<file path="config.mk">
export PLATFORM = sky130hd
export DESIGN_NAME = msort_ctrl
export DESIGN_NICKNAME = d
export VERILOG_FILES = /design/src/msort_pkg.sv /design/src/msort_ctrl.sv
export SDC_FILE = /design/constraint.sdc
export NUM_CORES = 1
export LEC_CHECK = 0
export ABC_AREA = 1
export BUFFER_PORTS_ARGS = -buffer_cell sky130_fd_sc_hd__buf_2
export CAP_MARGIN = 20
export CORE_AREA = 5 5 42 44
export CTS_CLUSTER_SIZE = 8
export DETAILED_ROUTE_END_ITERATION = 7
export DIE_AREA = 0 0 47 49
export SYNTH_ARGS = -nofsm -noshare
export SYNTH_HDL_FRONTEND = slang
export SYNTH_SLANG_ARGS = --single-unit
</file>
<file path="constraint.sdc">
create_clock -name clock -period 1.1 [get_ports clock]
set_input_delay 0.11 -clock clock [delete_from_list [all_inputs] [get_ports clock]]
set_output_delay 0.11 -clock clock [all_outputs]
set_load 0.01 [all_outputs]
</file>
<file path="src/msort_pkg.sv">
// ----------------------------------------------------------------------------
// msort_pkg
// shared sizes, types and element conversions for the merge sorter
// ----------------------------------------------------------------------------
package msort_pkg;

   // store capacity and stored element width
   localparam int MAX_ELEMENTS  = 1024;
   localparam int ELEMENT_WIDTH = 32;

   // fixed port widths
   localparam int VALUE_W = 32;
   localparam int WIDE_W  = 64;

   // derived sizes
   localparam int ADDR_W = $clog2(MAX_ELEMENTS);
   localparam int CNT_W  = $clog2(MAX_ELEMENTS + 1);
   localparam int EXT_W  = CNT_W + 1;
   localparam int SUM_W  = CNT_W + 2;

   // request action codes
   localparam logic ACT_LOAD = 1'b0;
   localparam logic ACT_READ = 1'b1;

   typedef logic [ELEMENT_WIDTH-1:0] elem_type;

   typedef enum logic [2:0] {
      ST_IDLE,
      ST_SETUP,
      ST_PASS,
      ST_MERGE,
      ST_RESP
   } state_type;

   // controller to datapath
   typedef struct packed {
      logic load_en;
      logic rd_capture;
      logic sort_init;
      logic pass_init;
      logic merge_en;
      logic mark_sorted;
   } cmd_type;

   // datapath to controller
   typedef struct packed {
      logic few;
      logic pass_end;
      logic last_pass;
   } stat_type;

   // sign-extend a request value into a stored element
   function automatic elem_type to_elem(input logic signed [VALUE_W-1:0] v);
      logic signed [WIDE_W-1:0] wide;
      wide = WIDE_W'(v);
      return ELEMENT_WIDTH'(wide);
   endfunction

   // low bits of a stored element
   function automatic logic signed [VALUE_W-1:0] from_elem(input elem_type e);
      logic [WIDE_W-1:0] wide;
      wide = WIDE_W'(e);
      return VALUE_W'(wide);
   endfunction

endpackage

</file>
<file path="src/msort_ctrl.sv">
// ----------------------------------------------------------------------------
// msort_ctrl
// sequencer for load, sort passes and read responses
// ----------------------------------------------------------------------------
module msort_ctrl (
   input  logic               clock,
   input  logic               reset,
   input  logic               start,
   input  logic               req_action,
   input  logic               req_last_load,
   input  msort_pkg::stat_type stat,
   output msort_pkg::cmd_type  cmd,
   output logic               busy,
   output logic               rsp_valid
);
   import msort_pkg::*;

   state_type state_ff;
   state_type state_in;

   always_ff @(posedge clock) begin
      if (reset) begin
         state_ff <= ST_IDLE;
      end else begin
         state_ff <= state_in;
      end
   end

   always_comb begin
      state_in  = state_ff;
      cmd       = '0;
      busy      = 1'b1;
      rsp_valid = 1'b0;
      case (state_ff)
         ST_IDLE: begin
            busy = 1'b0;
            if (start) begin
               if (req_action == ACT_READ) begin
                  cmd.rd_capture = 1'b1;
                  state_in       = ST_RESP;
               end else begin
                  cmd.load_en = 1'b1;
                  if (req_last_load) begin
                     state_in = ST_SETUP;
                  end
               end
            end
         end
         ST_SETUP: begin
            cmd.sort_init = 1'b1;
            if (stat.few) begin
               cmd.mark_sorted = 1'b1;
               state_in        = ST_IDLE;
            end else begin
               state_in = ST_PASS;
            end
         end
         ST_PASS: begin
            cmd.pass_init = 1'b1;
            state_in      = ST_MERGE;
         end
         ST_MERGE: begin
            cmd.merge_en = 1'b1;
            if (stat.pass_end) begin
               if (stat.last_pass) begin
                  cmd.mark_sorted = 1'b1;
                  state_in        = ST_IDLE;
               end else begin
                  state_in = ST_PASS;
               end
            end
         end
         ST_RESP: begin
            rsp_valid = 1'b1;
            state_in  = ST_IDLE;
         end
         default: begin
            state_in = ST_IDLE;
         end
      endcase
   end

endmodule

</file>
==> reports/qor.yml <==
run_status:
  status: "finished, violations left"
  violations: "negative setup slack"
detailed_routing:
  drt-initial-drc-count: 1
  first_pass_iters: 2
  routed_via_density: 4.05
  drc_errors: 0
  vias: 336
  wl_um: 703
  wl_per_cell_um: 8.47
  ant_nets: 0
timing:
  rsz0062_at_grt: "yes"
  finalSetupTns_ps: -332
  finClkSkew_ps: 3.88
  fin_hold_ws_ps: 41.1
  fin_crit_sh: 1.11
  worst_slack_ps: -123
  finalHoldViolCount: 0
  worstMarginPinSlew_ps: 153
  final-max-slew-violation-count: 0
  setup_viol: 4
  fmax_mhz: 818
  post-route-min-period_ps: 1220
  relSlewSlack: 0.897
logic_synthesis:
  syn_inst: 44
  yosysMostFrequentCell: "inv_1"
  synthFlopType: "dfxtp_1"
  ys_seq_elements: 3
  syn_avg_cell_area_um2: 5.91
  synth.area.top_cells: "dfxtp_1 (23%), inv_1 (13%), nand2_2 (12%)"
  async_reset_ff_frac: 0
  synth_edf_count: 0
  synth.top_cell.area_share: 0.231
  synth.largest_area_cell: "dfxtp_1"
  synthesis.nets: 52
  synthesis.area_um2: 260
  yosys_warnings: 0
  synthTopCellsByCount: "inv_1 (9), nand2_1 (8), nor2_1 (8)"
  yosysSeqAreaShare: 0.231
  ys_types: 12
floorplan:
  io_pins: 16
  fp.coreArea_mm2: 0.00140
  dieArea_mm2: 0.00230
  die_h_um: 49
  die_width_um: 47
  start_util: 0.186
  num_rows: 14
place:
  numPortBuffers: 15
  hpwl_um: 564
  dpl_cell_area_um2: 355
  place_congestion: 0.674
clock_network:
  cts_inserted_buffers: 3
  clkLatencyLatePin_ps: 230
  cts_num_sinks: 3
  clkSlewWorstSetupHoldPaths_ps: 40
  cts_buffer_depth: 2
  postCtsHoldBufs: 0
  cts_root_buffer: "clkbuf_4"
  cts_tree: "yes"
  cts_max_level: 1
finish:
  final_util: 0.335
  reg_top3: "state_ff: 3 flops"
  syn2layout_area_growth_pct: 80.3
  diodes: 0
  largest_register_ffs: 3
  n_fill_cell: 166
  largest-register: "state_ff"
  drive_above_1_share: 0.687
  final_nets: 76
  design_area_um2: 469
worst_setup_path:
  critPathArrivalTime_ps: 1110
  cp-startpoint: "state_ff[0]$_SDFFE_PP0P_"
  reg2reg_slack_ps: 60
  crit_family: "flip-flops"
  r2r_start: "state_ff[0]$_SDFFE_PP0P_"
  cpPeakStageDelay_ps: 360
  reg2regPathDepth: 7
  crit_end: "cmd[4]"
  cp_max_fo: 6
  cpMaxStageDelayCell: "dfxtp_4"
  startpoint_type: "flop"
  required_ps: 990
  path_depth: 6
  crit_top_cell: "nand2_2"
  regToRegEndpoint: "state_ff[0]$_SDFFE_PP0P_"
  path_buf_inv: 2
  crit_type: "flop to output pin"
  path_cells: "nor2_4 > nand2_2 > inv_2 > nand2_2 > nor2_1 > buf_2"
  cp-end-kind: "output pin"
run:
  drv_cap: 0
global_route:
  grt_max_degree: 7
  grt-ovfl-total: 0
  grt_usage: 0.0633
  top_usage_layer: "met2"
  use_met2: 0.111
  grt_util_met3: 0.0295
  grt_pass1_wl_um: 1100
  grt_pass1_vias: 317
  use_met1: 0.0591
  antenna_found_initial: 0
power:
  pwr_density_cell_mw_per_mm2: 2370
  ir_drop_mv: 0.644
  p_leak_nw: 0.262
  power.total_w: 0.00111
hold_path:
  hold_path.class: "input pin to flop"
-- report_power, final --
group          total (W)  switching, W  internal [W]
clock network   0.000188     0.0000520      0.000136
registers       0.000244     0.0000799      0.000164
logic           0.000681      0.000350      0.000331
total            0.00111      0.000482      0.000631
-- worst min-delay path by stage --
stage	to	depth (start not counted)	from
final	state_ff[2]$_SDFFE_PP0P_	2	reset
after global placement	state_ff[2]$_SDFFE_PP0P_	2	reset
after floorplan	state_ff[2]$_SDFFE_PP0P_	1	reset
after global routing	state_ff[2]$_SDFFE_PP0P_	2	reset
after CTS	state_ff[2]$_SDFFE_PP0P_	2	reset
after detailed placement	state_ff[2]$_SDFFE_PP0P_	2	reset
-- layout by cell type (no fill, tap or decap), types with 2 or more instances in the layout --
cell type	instances
inv_1	6
clkbuf_4	3
nand2_1	5
inv_2	2
nor2_4	3
dfxtp_4	3
nor3_1	2
buf_2	14
nand3_2	5
inv_4	2
nor2_1	7
nand2_2	8
buf_4	4
-- timing repair --
| action | in CTS | in global routing |
|---|---|---|
| hold endpoints to repair | 0 | 0 |
| resized for setup | 10 | 11 |
| setup endpoints to repair | 8 | 8 |
| pin swaps | 1 | 8 |
| setup buffers | 2 | 3 |
-- worst reg2reg max path: cells and delay by family, from the launching register on --
kind | cells | cell delay [ps]
buffers and inverters | 1 | 120
and+or+nand+nor | 6 | 440
DFF | 1 | 360
-- metrics by stage --
stage                     setup WS, ps  cells
after floorplan                   94.9     44
after global placement            43.2     75
after detailed placement          30.5     75
after CTS                        -91.8     81
after global routing              -168     83
final                             -123     83
-- kinds of logic after synthesis --
logic type,after synthesis,share of synthesized area
AOI/OAI and AO/OA,1,0.0337
DFF,3,0.231
and+or+nand+nor,30,0.591
buffers and inverters,10,0.144
-- cell type report --
class / count / area, um2 / area share
Timing Repair Buffer: 19 / 111 / 0.237
Sequential cell: 3 / 71.3 / 0.152
Tap cell: 16 / 20.0 / 0.0427
Inverter: 10 / 42.5 / 0.0907
Clock buffer: 4 / 26.3 / 0.0560
Multi-Input combinational cell: 31 / 198 / 0.421
-- routing by layer --
| layer | wire (um) | share of wire |
|---|---|---|
| met1 | 247 | 0.35 |
| met4 | 0 | 0 |
| met2 | 401 | 0.57 |
| met3 | 55 | 0.078 |
| met5 | 0 | 0 |
Note: power is estimated with default switching activity, not from simulation.
